==> config.mk <==
export PLATFORM = sky130hd
export DESIGN_NAME = word_modular_inverse
export DESIGN_NICKNAME = d
export VERILOG_FILES = /design/src/wmi_pkg.sv /design/src/word_modular_inverse.sv /design/src/wmi_seq.sv /design/src/wmi_dp.sv
export VERILOG_INCLUDE_DIRS = /design/src /design/src/src
export SDC_FILE = /design/constraint.sdc
export NUM_CORES = 1
export LEC_CHECK = 0
export BUFFER_PORTS_ARGS = -buffer_cell sky130_fd_sc_hd__buf_2
export CORE_MARGIN = 2
export CORE_UTILIZATION = 42
export CTS_CLUSTER_DIAMETER = 60
export DETAILED_ROUTE_END_ITERATION = 12
export PLACE_DENSITY_LB_ADDON = 0.12
export SLEW_MARGIN = 15
export SYNTH_ARGS = -nofsm -noshare
export SYNTH_HDL_FRONTEND = slang
export SYNTH_SLANG_ARGS = --single-unit
==> constraint.sdc <==
create_clock -name i_clk -period 7.9 [get_ports i_clk]
set_clock_uncertainty 0.15 [all_clocks]
set_input_delay 1.185 -clock i_clk [delete_from_list [all_inputs] [get_ports i_clk]]
set_output_delay 1.185 -clock i_clk [all_outputs]
set_load 0.03 [all_outputs]
==> src/word_modular_inverse_macros.svh <==
// ----------------------------------------------------------------------------
// word_modular_inverse_macros.svh
// Assertion macros shared by the modular inverse RTL.
// ----------------------------------------------------------------------------
`ifndef WORD_MODULAR_INVERSE_MACROS_SVH
`define WORD_MODULAR_INVERSE_MACROS_SVH

// same-cycle implication
`define WMI_ASSERT_NOW(lbl, ante, cons, msg) \
    lbl: assert property (@(posedge i_clk) disable iff (!i_rst_n) \
        (ante) |-> (cons)) else $error(msg);

// next-cycle implication
`define WMI_ASSERT_NEXT(lbl, ante, cons, msg) \
    lbl: assert property (@(posedge i_clk) disable iff (!i_rst_n) \
        (ante) |=> (cons)) else $error(msg);

`endif

==> src/wmi_pkg.sv <==
// ----------------------------------------------------------------------------
// wmi_pkg
// Control word, status bundle and microprogram for the modular inverse.
// ----------------------------------------------------------------------------
package wmi_pkg;

    localparam int UPC_W = 3;

    // datapath operations
    localparam logic [2:0] OP_NOP      = 3'd0;
    localparam logic [2:0] OP_LOAD     = 3'd1;
    localparam logic [2:0] OP_DIV_INIT = 3'd2;
    localparam logic [2:0] OP_DIV_STEP = 3'd3;
    localparam logic [2:0] OP_UPDATE   = 3'd4;
    localparam logic [2:0] OP_FINAL    = 3'd5;

    // jump conditions
    localparam logic [2:0] COND_NEVER    = 3'd0;
    localparam logic [2:0] COND_ALWAYS   = 3'd1;
    localparam logic [2:0] COND_NO_REQ   = 3'd2;
    localparam logic [2:0] COND_DEN_LE1  = 3'd3;
    localparam logic [2:0] COND_CNT_NZ   = 3'd4;
    localparam logic [2:0] COND_OUT_BUSY = 3'd5;

    // microprogram addresses
    localparam logic [UPC_W-1:0] STEP_WAIT     = 3'd0;
    localparam logic [UPC_W-1:0] STEP_TEST     = 3'd1;
    localparam logic [UPC_W-1:0] STEP_DIV_INIT = 3'd2;
    localparam logic [UPC_W-1:0] STEP_DIV      = 3'd3;
    localparam logic [UPC_W-1:0] STEP_UPDATE   = 3'd4;
    localparam logic [UPC_W-1:0] STEP_FINAL    = 3'd5;
    localparam logic [UPC_W-1:0] STEP_RETURN   = 3'd6;

    typedef struct packed {
        logic [2:0]       op;
        logic [2:0]       cond;
        logic [UPC_W-1:0] target;
        logic             in_rdy;
    } t_ctl;

    typedef struct packed {
        logic den_le1;
        logic cnt_nz;
        logic out_busy;
    } t_stat;

    function automatic t_ctl rom_word(input logic [UPC_W-1:0] addr);
        t_ctl w;
        unique case (addr)
            STEP_WAIT:     w = '{OP_LOAD,     COND_NO_REQ,   STEP_WAIT,   1'b1};
            STEP_TEST:     w = '{OP_NOP,      COND_DEN_LE1,  STEP_FINAL,  1'b0};
            STEP_DIV_INIT: w = '{OP_DIV_INIT, COND_NEVER,    STEP_WAIT,   1'b0};
            STEP_DIV:      w = '{OP_DIV_STEP, COND_CNT_NZ,   STEP_DIV,    1'b0};
            STEP_UPDATE:   w = '{OP_UPDATE,   COND_ALWAYS,   STEP_TEST,   1'b0};
            STEP_FINAL:    w = '{OP_FINAL,    COND_OUT_BUSY, STEP_FINAL,  1'b0};
            STEP_RETURN:   w = '{OP_NOP,      COND_ALWAYS,   STEP_WAIT,   1'b0};
            default:       w = '{OP_NOP,      COND_ALWAYS,   STEP_WAIT,   1'b0};
        endcase
        return w;
    endfunction

endpackage

==> src/word_modular_inverse.sv <==
// ----------------------------------------------------------------------------
// word_modular_inverse
// Modular inverse of a word by the extended Euclidean algorithm.
// ----------------------------------------------------------------------------
// Usage:
//   Input channel i_in_valid / o_in_stall carries one request: i_value and
//   i_modulus. Output channel o_out_valid / i_out_stall returns i_value^-1
//   mod i_modulus on o_inverse, one result per request, in order.
//   A request is taken only when the sequencer sits at its wait step, so
//   one request is in flight at a time.
//   Each Euclid step runs test, divider setup, one serial one-bit
//   divide/multiply-add step per quotient bit of WORD_WIDTH, and update;
//   the serial divider dominates the time from acceptance of a request to
//   the earliest next acceptance.
//   The result sits in an output register; while the receiver stalls it
//   holds, and the next request is still taken and computed. The sequencer
//   waits at its final step only if the previous result is still unread.
//   Reset (synchronous, active low) returns the sequencer to its wait step,
//   holds o_in_stall high and drops o_out_valid.
// ----------------------------------------------------------------------------
module word_modular_inverse
    import wmi_pkg::*;
#(
    parameter int WORD_WIDTH = 32
) (
    input  logic        i_clk,
    input  logic        i_rst_n,
    input  logic        i_in_valid,
    output logic        o_in_stall,
    input  logic [31:0] i_value,
    input  logic [31:0] i_modulus,
    output logic        o_out_valid,
    input  logic        i_out_stall,
    output logic [31:0] o_inverse
);

    t_ctl  ctl;
    t_stat stat;

    wmi_seq u_seq (
        .i_clk      (i_clk),
        .i_rst_n    (i_rst_n),
        .i_in_valid (i_in_valid),
        .i_stat     (stat),
        .o_ctl      (ctl)
    );

    wmi_dp #(
        .WORD_WIDTH (WORD_WIDTH)
    ) u_dp (
        .i_clk       (i_clk),
        .i_rst_n     (i_rst_n),
        .i_ctl       (ctl),
        .i_in_valid  (i_in_valid),
        .i_value     (i_value),
        .i_modulus   (i_modulus),
        .i_out_stall (i_out_stall),
        .o_stat      (stat),
        .o_out_valid (o_out_valid),
        .o_inverse   (o_inverse)
    );

    assign o_in_stall = !ctl.in_rdy || !i_rst_n;

endmodule

==> src/wmi_seq.sv <==
// ----------------------------------------------------------------------------
// wmi_seq
// Microcode sequencer: step counter, control ROM and conditional jumps.
// ----------------------------------------------------------------------------
`include "word_modular_inverse_macros.svh"

module wmi_seq
    import wmi_pkg::*;
(
    input  logic  i_clk,
    input  logic  i_rst_n,
    input  logic  i_in_valid,
    input  t_stat i_stat,
    output t_ctl  o_ctl
);

    logic [UPC_W-1:0] r_upc;
    logic [UPC_W-1:0] n_upc;
    logic             take;

    assign o_ctl = rom_word(r_upc);

    always_comb begin
        unique case (o_ctl.cond)
            COND_NEVER:    take = 1'b0;
            COND_ALWAYS:   take = 1'b1;
            COND_NO_REQ:   take = !i_in_valid;
            COND_DEN_LE1:  take = i_stat.den_le1;
            COND_CNT_NZ:   take = i_stat.cnt_nz;
            COND_OUT_BUSY: take = i_stat.out_busy;
            default:       take = 1'b1;
        endcase
        n_upc = take ? o_ctl.target : r_upc + UPC_W'(1);
    end

    always_ff @(posedge i_clk) begin
        if (!i_rst_n) begin
            r_upc <= STEP_WAIT;
        end else begin
            r_upc <= n_upc;
        end
    end

    `WMI_ASSERT_NEXT(a_accept_to_test, i_in_valid && o_ctl.in_rdy, r_upc == STEP_TEST, "request accepted but test step not next")
    `WMI_ASSERT_NOW(a_rdy_only_wait, o_ctl.in_rdy, r_upc == STEP_WAIT, "ready outside wait step")

endmodule

==> src/wmi_dp.sv <==
// ----------------------------------------------------------------------------
// wmi_dp
// Euclid datapath: serial divider with fused shift-add multiply,
// convergent registers and the result register.
// ----------------------------------------------------------------------------
`include "word_modular_inverse_macros.svh"

module wmi_dp
    import wmi_pkg::*;
#(
    parameter int WORD_WIDTH = 32
) (
    input  logic        i_clk,
    input  logic        i_rst_n,
    input  t_ctl        i_ctl,
    input  logic        i_in_valid,
    input  logic [31:0] i_value,
    input  logic [31:0] i_modulus,
    input  logic        i_out_stall,
    output t_stat       o_stat,
    output logic        o_out_valid,
    output logic [31:0] o_inverse
);

    localparam int W   = WORD_WIDTH;
    localparam int CNT_W = $clog2(W);

    logic [W-1:0]     r_num, r_den, r_prev, r_cur, r_mod;
    logic [W-1:0]     r_rem, r_quo, r_acc;
    logic [CNT_W-1:0] r_cnt;
    logic             r_odd;
    logic             r_out_valid;
    logic [31:0]      r_inverse;

    logic [63:0]      val64, mod64, res64;
    logic [W-1:0]     val_w, mod_w, res_w;
    logic [W:0]       trial;
    logic [W:0]       trial_sub;
    logic             qbit;
    logic             out_busy;

    assign val64 = {32'b0, i_value};
    assign mod64 = {32'b0, i_modulus};
    assign val_w = val64[W-1:0];
    assign mod_w = mod64[W-1:0];

    assign trial     = {r_rem, r_quo[W-1]};
    assign trial_sub = trial - {1'b0, r_den};
    assign qbit      = !trial_sub[W];

    assign res_w = r_odd ? r_mod - r_cur : r_cur;
    always_comb begin
        res64        = '0;
        res64[W-1:0] = res_w;
    end

    assign out_busy        = r_out_valid && i_out_stall;
    assign o_stat.den_le1  = (r_den[W-1:1] == '0);
    assign o_stat.cnt_nz   = (r_cnt != '0);
    assign o_stat.out_busy = out_busy;

    always_ff @(posedge i_clk) begin
        unique case (i_ctl.op)
            OP_LOAD: begin
                if (i_in_valid) begin
                    r_num  <= val_w;
                    r_den  <= mod_w;
                    r_mod  <= mod_w;
                    r_prev <= W'(1);
                    r_cur  <= '0;
                    r_odd  <= 1'b1;
                end
            end
            OP_DIV_INIT: begin
                r_rem <= '0;
                r_quo <= r_num;
                r_acc <= '0;
                r_cnt <= CNT_W'(W - 1);
            end
            OP_DIV_STEP: begin
                // restoring divide; quotient bits also drive cur * q
                r_rem <= qbit ? trial_sub[W-1:0] : trial[W-1:0];
                r_quo <= {r_quo[W-2:0], qbit};
                r_acc <= {r_acc[W-2:0], 1'b0} + (qbit ? r_cur : '0);
                r_cnt <= r_cnt - CNT_W'(1);
            end
            OP_UPDATE: begin
                r_prev <= r_cur;
                r_cur  <= r_prev + r_acc;
                r_num  <= r_den;
                r_den  <= r_rem;
                r_odd  <= !r_odd;
            end
            OP_FINAL: begin
                if (!out_busy) begin
                    r_inverse <= res64[31:0];
                end
            end
            default: begin
            end
        endcase
    end

    always_ff @(posedge i_clk) begin
        if (!i_rst_n) begin
            r_out_valid <= 1'b0;
        end else if (i_ctl.op == OP_FINAL && !out_busy) begin
            r_out_valid <= 1'b1;
        end else if (!i_out_stall) begin
            r_out_valid <= 1'b0;
        end
    end

    assign o_out_valid = r_out_valid;
    assign o_inverse   = r_inverse;

    `WMI_ASSERT_NOW(a_rem_below_den, i_ctl.op == OP_UPDATE, r_rem < r_den, "remainder not below divisor")
    `WMI_ASSERT_NEXT(a_final_loads_out, i_ctl.op == OP_FINAL && !out_busy, r_out_valid, "result not presented")

endmodule

# After elaboration in Yosys (flattened, before gate mapping)
# Cells that the tools add are included.
dict set report totals {
  word_cells 76
  mem_bits_rw 0
  in_bits 68
  output_inout_bits 34
  rom_bits 0
  n_memories 0
  reg_bits 298
  latch_bits 0
}
dict set report op_classes {
  div 0
  n_bitwise 1
  n_eq_ne 16
  mul 0
  mux 22
  n_shift 0
  reduce_logical 18
  n_addsub 6
  magnitude_cmp 0
}
# op count
set ops {}
lappend ops {{$pmux 32 s2} 7}
lappend ops {{$mux 32} 7}
lappend ops {{$add 32x32->32} 2}
lappend ops {{$pmux 10 s6} 1}
lappend ops {{$sub 33x32->33} 1}
lappend ops {{$sub 32x32->32} 1}
lappend ops {{$logic_not 31->1} 1}
lappend ops {{$eq 3x2->1 const B} 6}
lappend ops {{$eq 3x3->1 const B} 6}
lappend ops {{$pmux 5 s2} 1}
lappend ops {{$eq 3x1->1 const B} 2}
lappend ops {{$logic_not 1->1} 6}
lappend ops {{$logic_not 3->1} 2}
lappend ops {{$reduce_and 2->1} 3}
lappend ops {{$pmux 1 s5} 1}
lappend ops {{$reduce_bool 5->1} 1}
lappend ops {{$sub 5x1->5 const B} 1}
lappend ops {{$reduce_bool 2->1} 2}
lappend ops {{$add 3x1->3 const B} 1}
lappend ops {{$mux 1} 3}
lappend ops {{$mux 3} 1}
lappend ops {{$logic_and 1x1->1} 2}
lappend ops {{$ne 2x1->1 const B} 1}
lappend ops {{$ne 2x2->1 const B} 1}
lappend ops {{other kinds (3)} 3}

# Logic depth before layout (Yosys ltp)
# Gate-level depths: netlist of the first run.
dict set report logic_depth {
  depth_word 5
  depth_mapped 25
  depth_no_buf 23
}

# Modules after synthesis
# From an unflattened synthesis of the first run, not the netlist that was laid out.
dict set report unflattened {
  hier_cells 1853
  hier_area_um2 18297.5
}
# module cells_each area_each_um2 seq_area_each_um2 n_inst
set by_module_without_submodules {}
lappend by_module_without_submodules {wmi_dp 1800 17902.2 8848.5 1}
lappend by_module_without_submodules {wmi_seq 52 391.6 60.1 1}
lappend by_module_without_submodules {word_modular_inverse 1 3.8 0.0 1}

# Least setup slack after synthesis of the first run
# OpenSTA, ideal clock, no wires.
dict set report synth_path {
  path_type {input port to flip-flop}
  startpoint {in i_in_valid}
  endpoint {reg u_dp.r_cur[0], enable pin}
  t_arrival_ps 6515
  required_time_ps 7316
  path_buffers 0
  setup_slack_ps 802
  setup_time_ps 434
  path_stages 2
  cell_sequence {nor4b_1 > or2_2}
}
dict set report synth_via {
  elab_chain_len 2
}
# item line
set synth_rtl {}
lappend synth_rtl {{from (decl)} word_modular_inverse.sv:28} ;# input logic i_in_valid,
lappend synth_rtl {{$ne 2x2->1 (no source line)} n/a}
lappend synth_rtl {{$reduce_and 2->1 (no source line)} n/a}
lappend synth_rtl {{to (signal assigned)} wmi_dp.sv:89} ;# r_cur <= r_prev + r_acc;
lappend synth_rtl {{to (decl)} wmi_dp.sv:28} ;# logic [W-1:0] r_num, r_den, r_prev, r_cur, r_mod;
# Every way passes these cells.
# A chain may end at the register's enable or synchronous reset.

# Worst setup path after layout of the first run
dict set report layout_path {
  startpoint {reg u_dp.r_quo[31]}
  endpoint {reg u_dp.r_acc[31] (data pin)}
}
dict set report layout_via {
  elab_chain_len 4
}
# item line
set layout_rtl {}
lappend layout_rtl {{from (decl)} wmi_dp.sv:29} ;# logic [W-1:0] r_rem, r_quo, r_acc;
lappend layout_rtl {{from (signal assigned)} wmi_dp.sv:76} ;# r_quo <= r_num;
lappend layout_rtl {{from (signal assigned)} wmi_dp.sv:83} ;# r_quo <= {r_quo[W-2:0], qbit};
lappend layout_rtl {{$sub 33x32->33} wmi_dp.sv:48} ;# assign trial_sub = trial - {1'b0, r_den};
lappend layout_rtl {{$mux 32} wmi_dp.sv:84} ;# r_acc <= {r_acc[W-2:0], 1'b0} + (qbit ? r_cur : '0);
lappend layout_rtl {{$add 32x32->32} wmi_dp.sv:84}
lappend layout_rtl {{$pmux 32 s2} wmi_dp.sv:63} ;# unique case (i_ctl.op)
lappend layout_rtl {{to (signal assigned)} wmi_dp.sv:84}
lappend layout_rtl {{to (decl)} wmi_dp.sv:29}
# Every way passes these cells.

==> out/results.txt, run 1 <==
Placer Congestion -> 0.866
DR iter-0 viols -> 1,104
hold crit path type -> flop to flop
CP max stage cell -> mux2i_4
Worst Max-Slew Pin Slew -> 1.17 ns
Post-CTS Resized -> 0
Detail Route Antenna Nets -> 0
io pins -> 102
CP Launch Point -> u_dp.r_quo[31]
asr flop ratio synth -> 0%
die height -> 213 um
Worst Setup EP -> u_dp.r_acc[31]
setup TNS -> 0 ns
critical path startpoint category -> flop
initial core utilization -> 42.5%
Horiz. Die Dim -> 213 um
DRC viols -> 0
worst reg-to-reg path cell count -> 23
global-route wire length before repair -> 73,200 um
# setup viols final -> 0
register clock-pin slew on the reported worst setup and hold paths -> 0.06 ns
synthesized net count -> 2,035
I/O Buffers -> 101
Cell Chain, Critical Path -> inv_1 -> ha_1 -> fa_1 -> nor2b_1 -> o31a_1 -> o2111ai_1 -> a31oi_4 -> a31oi_4 -> a21oi_4 -> mux2i_4 -> a21oi_1 -> ha_1 -> fa_1 -> a21o_1 -> a2111oi_2 -> o211ai_1 -> o21ai_1 -> a31o_2 -> o21ai_1 -> a31o_1 -> a21oi_1 -> xnor3_1 -> and2_1
Worst EP required -> 8.05 ns
wl on met1 -> 22,200 um
Max Freq -> 156 MHz
area delta synth->final -> 12.8%
Max-cap violations -> 0
area leader, netlist -> edfxtp_1
synth cell count leaders -> nand2_1, edfxtp_1, nor2_1
Seq/Total Area, Yosys -> 48.8%
number of clock sinks -> 298
largest net degree at the start of global routing -> 70
RSZ-0062 raised after global routing -> false
Routed WL per cell -> 18.4 um
layout cells sized above 1 -> 10.2%
Post-synth top flop -> edfxtp_1
EDFF count, synth -> 294
gr usage total -> 20.9%
CTS max path bufs -> 3
CTS Hold Bufs -> 0
placed cells -> 2,465
Tcrit/Tclk final -> 81.3%
WS Path Type -> flop to flop
Slew headroom -> 21.2%
vias post-DR -> 13,700
crit end category -> flop
Max Slew Vio Count -> 0
met2 wire length -> 20,600 um
Inserted Clock Buffers -> 38
hold_ws -> 0.357 ns
Layout Nets -> 2,121
CP peak stage delay -> 0.44 ns
H-tree depth -> 2
post-route insts no fill -> 2,533
CP max FO -> 8
# rows -> 76
post-DR vias/cell -> 5.41
status -> finished, final reports clean
worst skew pair latency -> 0.56 ns
area of the die -> 45,200 um2
dpl hpwl -> 33,100 um
Yosys Warn Count -> 0
Synth Instances -> 1,834
Reg-to-Reg End -> u_dp.r_acc[31]
setup bufs post-CTS -> 0
Yosys cell types -> 77
antenna violations before repair -> 3
register area -> 8910 um2
#FFs+latches synth -> 298
reg2reg setup slack -> 1.47 ns
Critical Path AT -> 6.58 ns
CTS tree -> yes
Final Hold Vio Count -> 0
Final Util -> 48.0%
Remaining Overflow, GRT -> 0
Max Used Layer -> met5
Tmin final -> 6.43 ns
clock root buffer -> clkbuf_16
length of the first detailed-routing pass in iterations -> 5
area of the multi-input gates -> 8750 um2
Worst R2R Start -> u_dp.r_quo[31]
cell area after synthesis -> 18,300 um2
core area -> 43,000 um2
Synth Area per Inst -> 9.96 um2
synth top area cells -> edfxtp_1, ha_1, nand2_1, a21oi_1, nor2_1
Yosys top cell area share -> 48.3%
most common cell in the netlist -> nand2_1
Post-Route WL -> 46,700 um
Fill cells -> 4,065
vias in the first global route -> 13,100
routed wire length on met3 -> 2740 um
## worst min-delay path by stage
stage,from,endpoint,slack [ns],cells after the start
6_report,u_dp.r_quo[7],u_dp.r_quo[8],0.36,2
5_1_grt,u_dp.r_quo[10],u_dp.r_quo[11],0.38,2
4_1_cts,u_dp.r_quo[10],u_dp.r_quo[11],0.36,2
3_5_place_dp,u_dp.r_quo[10],u_dp.r_quo[11],0.34,2
3_3_place_gp,u_dp.r_quo[8],u_dp.r_quo[9],0.34,2
2_1_floorplan,u_dp.r_quo[9],u_dp.r_quo[10],0.33,2
## metal layers
metal,global-route usage [%],vias up
li1,-,6779
met1,29.8,6517
met2,32.5,317
met3,3.93,74
met4,6.10,4
met5,0,-
## registers in the layout (all words and copies together) (netlist names), named ones only
signal and flops:
u_dp.r_quo 32, u_dp.r_prev 32, u_dp.r_mod 32, u_dp.r_rem 32, u_dp.r_cur 32, u_dp.r_den 32, u_dp.r_odd 1, u_seq.r_upc 2
u_dp.o_inverse 32, u_dp.r_num 32, u_dp.o_out_valid 1, u_dp.r_cnt 5, u_dp.r_acc 32
## stage by stage
stage          area, um2  setup slack [ns]
6_report           20600              1.47
3_3_place_gp       19400              1.72
2_1_floorplan      18300             0.802
5_1_grt            20600              1.08
4_1_cts            20600              1.55
3_5_place_dp       19400              1.61
## cells in the final DEF (no fill, tap or decap), types with 20 or more instances in the layout
| cell | n |
|---|---|
| inv_1 | 96 |
| nand2b_1 | 20 |
| nand3_1 | 24 |
| nor2_1 | 152 |
| ha_1 | 129 |
| o21ai_0 | 110 |
| a21o_1 | 70 |
| edfxtp_1 | 294 |
| buf_2 | 101 |
| o21a_1 | 21 |
| xnor2_1 | 62 |
| nand2_1 | 315 |
| mux2i_1 | 32 |
| a21oi_1 | 148 |
| xor2_1 | 44 |
| clkbuf_16 | 39 |
## area by class of cell
cell class / instances / share of cell area, %
flip-flops and latches: 298 / 43.2
multi-input cells: 1369 / 42.5
clock buffers: 46 / 4.86
well taps: 585 / 3.55
repair buffers: 117 / 3.04
inverters: 96 / 1.75
clock inverters: 21 / 1.10
diodes: 1 / 0.0121
## cell families (layout without fill, tap and decap cells)
logic type      Yosys count  in the layout  synth area share, %
buf+inv                 167            280                 3.63
other cells               0              1                    0
mux                      34             34                 1.96
simple gates            632            632                 15.1
compound gates          463            463                 16.1
flops                   298            298                 48.8
xor+xnor                107            107                 5.21
fa+ha+maj               133            133                 9.27
## critical path, delay by kind of cell (launching register included)
kind | cells | cell delay, ns
DFF | 1 | 0.36
buffers and inverters | 1 | 0.05
AOI/OAI and AO/OA | 14 | 3.24
muxes | 1 | 0.44
and+or+nand+nor | 2 | 0.33
xor gates and xnor gates | 1 | 0.31
adders and majority gates | 4 | 1.26
Power of run 1 is left out: the tool's default activity adds up to more than one toggle a clock period on the data nets, which glitch-free logic cannot reach.
==> inputs of run 2 (changes only) <==
==> constraint.sdc (replaced) <==
create_clock -name i_clk -period 6.6 [get_ports i_clk]
set_clock_uncertainty 0.15 [all_clocks]
set_input_delay 0.99 -clock i_clk [delete_from_list [all_inputs] [get_ports i_clk]]
set_output_delay 0.99 -clock i_clk [all_outputs]
set_load 0.03 [all_outputs]
==> run 2 against run 1 <==
Compared with the run above: via count up 0.84%; register-to-register slack worse by 1.1 ns; hold slack got worse by 0.0015 ns; critical endpoint unchanged.
==> out/results.txt, run 2 (same netlist as run 1, synthesis figures left out) <==
Post-CTS Resized -> 0 (unchanged)
Max-cap violations -> 0 (unchanged)
met2 wire length -> 20,800 um (+0.86%)
CTS max path bufs -> 3 (unchanged)
status -> finished, final reports clean
H-tree depth -> 2 (unchanged)
io pins -> 102 (unchanged)
most frequent cells in the layout -> nand2_1, edfxtp_1, nor2_1, a21oi_1, ha_1
largest net degree at the start of global routing -> 74 (+5.7%)
setup TNS -> 0 ns (unchanged)
I/O Buffers -> 101 (unchanged)
hold crit path type -> flop to flop
CP peak stage delay -> 0.43 ns (about the same)
Final Util -> 48.1% (+0.12 points)
CTS tree -> yes
global-route wire length before repair -> 74,200 um (+1.4%)
clock root buffer -> clkbuf_16
area delta synth->final -> 13.1%
number of clock sinks -> 298 (unchanged)
dpl hpwl -> 33,400 um (+0.98%)
Inserted Clock Buffers -> 38 (unchanged)
leading cell type in the layout, fill and taps excluded -> nand2_1
CP max FO -> 4 (-4)
Worst EP required -> 6.75 ns (-1.30 ns)
setup bufs post-CTS -> 0 (unchanged)
# rows -> 76 (unchanged)
ant diodes -> 0 (-1)
CTS Hold Bufs -> 0 (unchanged)
register clock-pin slew on the reported worst setup and hold paths -> 0.06 ns (about the same)
vias in the first global route -> 13,200 (+0.92%)
Tcrit/Tclk final -> 94.0% (+13 points)
RSZ-0062 raised after global routing -> false
Cell Chain, Critical Path -> ha_1 -> fa_1 -> nor2b_1 -> o31a_1 -> o2111ai_2 -> a31oi_4 -> a31oi_4 -> a21oi_4 -> mux2i_4 -> a21oi_1 -> ha_1 -> fa_1 -> a21o_1 -> a2111oi_2 -> o211ai_1 -> o21ai_1 -> a31o_2 -> o21ai_1 -> a31o_1 -> a21oi_1 -> xnor3_1 -> and2_1
Worst Max-Slew Pin Slew -> 1.18 ns (+0.0189 ns)
core area -> 43,000 um2 (unchanged)
post-DR vias/cell -> 5.45 (+0.80%)
antenna violations before repair -> 1 (-2)
# setup viols final -> 0 (unchanged)
worst skew pair latency -> 0.57 ns (about the same)
wl on met1 -> 22,900 um (+3.3%)
Post-Route WL -> 46,900 um (+0.52%)
Max Slew Vio Count -> 0 (unchanged)
DRC viols -> 0 (unchanged)
DR iter-0 viols -> 1,119 (+1.4%)
length of the first detailed-routing pass in iterations -> 7 (+2)
Routed WL per cell -> 18.5 um (+0.49%)
vias post-DR -> 13,800 (+0.84%)
Tmin final -> 6.20 ns (-0.224 ns)
gr usage total -> 21.1% (+0.21 points)
Slew headroom -> 19.9% (-1.3 points)
Placer Congestion -> 0.873 (+0.91%)
Horiz. Die Dim -> 213 um (unchanged)
CP max stage cell -> a2111oi_2
Detail Route Antenna Nets -> 0 (unchanged)
initial core utilization -> 42.5% (unchanged)
Final Hold Vio Count -> 0 (unchanged)
Layout Nets -> 2,120 (-0.047%)
crit end category -> flop
Critical Path AT -> 6.35 ns (-0.23 ns)
layout cells sized above 1 -> 10.3% (+0.092 points)
critical path startpoint category -> flop
routed wire length on met3 -> 2320 um (-15%)
Max Used Layer -> met4
Max Freq -> 161 MHz (+3.6%)
die height -> 213 um (unchanged)
Remaining Overflow, GRT -> 0 (unchanged)
area of the die -> 45,200 um2 (unchanged)
WS Path Type -> flop to flop
[run 2: changes by cell type in the layout (fill, tap and decap cells not counted), sizes merged]
cell    previous run  this run
clkinv            12        14
inv              100        99
diode              1         0
bufinv             4         5
buf              117       116
clkbuf            46        47
[run 2: metrics by stage]
| step | cells | hold slack [ns] | worst slack (ns) | cell area [um2] |
|---|---|---|---|---|
| 4_1_cts | 2534 | 0.356 | 0.299 | 20700 |
| 3_5_place_dp | 2464 | 0.343 | 0.345 | 19400 |
| 3_3_place_gp | 2464 | 0.339 | 0.465 | 19400 |
| 2_1_floorplan | 1834 | 0.334 | 0.692 | 18300 |
| 6_report | 2534 | 0.355 | 0.398 | 20700 |
| 5_1_grt | 2534 | 0.369 | 0.00684 | 20700 |
[run 2: worst paths after layout]
check | start | end | cells after the start | slack, ns
setup / recovery | u_dp.r_den[0] | u_dp.r_acc[31] | 22 | 0.40
hold / removal | u_dp.r_quo[18] | u_dp.r_quo[19] | 2 | 0.36
setup reg to reg | u_dp.r_den[0] | u_dp.r_acc[31] | 22 | 0.40
hold reg to reg | u_dp.r_quo[18] | u_dp.r_quo[19] | 2 | 0.36
[run 2: routing by layer]
metal	GRT usage (%)	up-vias
met2	33.1	342
met4	5.11	0
met5	0	-
met1	30.8	6620
li1	-	6785
met3	3.18	59
[run 2: worst max-delay path: cells and delay by family (launching register included)]
kind,cells,cell delay [ns]
AO/OA/AOI/OAI,14,3.15
XOR/XNOR,1,0.31
adder cells (fa/ha/maj),4,1.25
flip-flops,1,0.40
multiplexers,1,0.32
AND/OR/NAND/NOR,2,0.33
[run 2: final cells by class]
cell class                      count  area [um2]
Multi-Input combinational cell   1369        8770
Clock inverter                     23         265
Inverter                           96         360
Tap cell                          585         732
Fill cell                        4071       22300
Timing Repair Buffer              116         622
Sequential cell                   298        8910
Clock buffer                       47        1010
Power of run 2 is left out for the same reason.
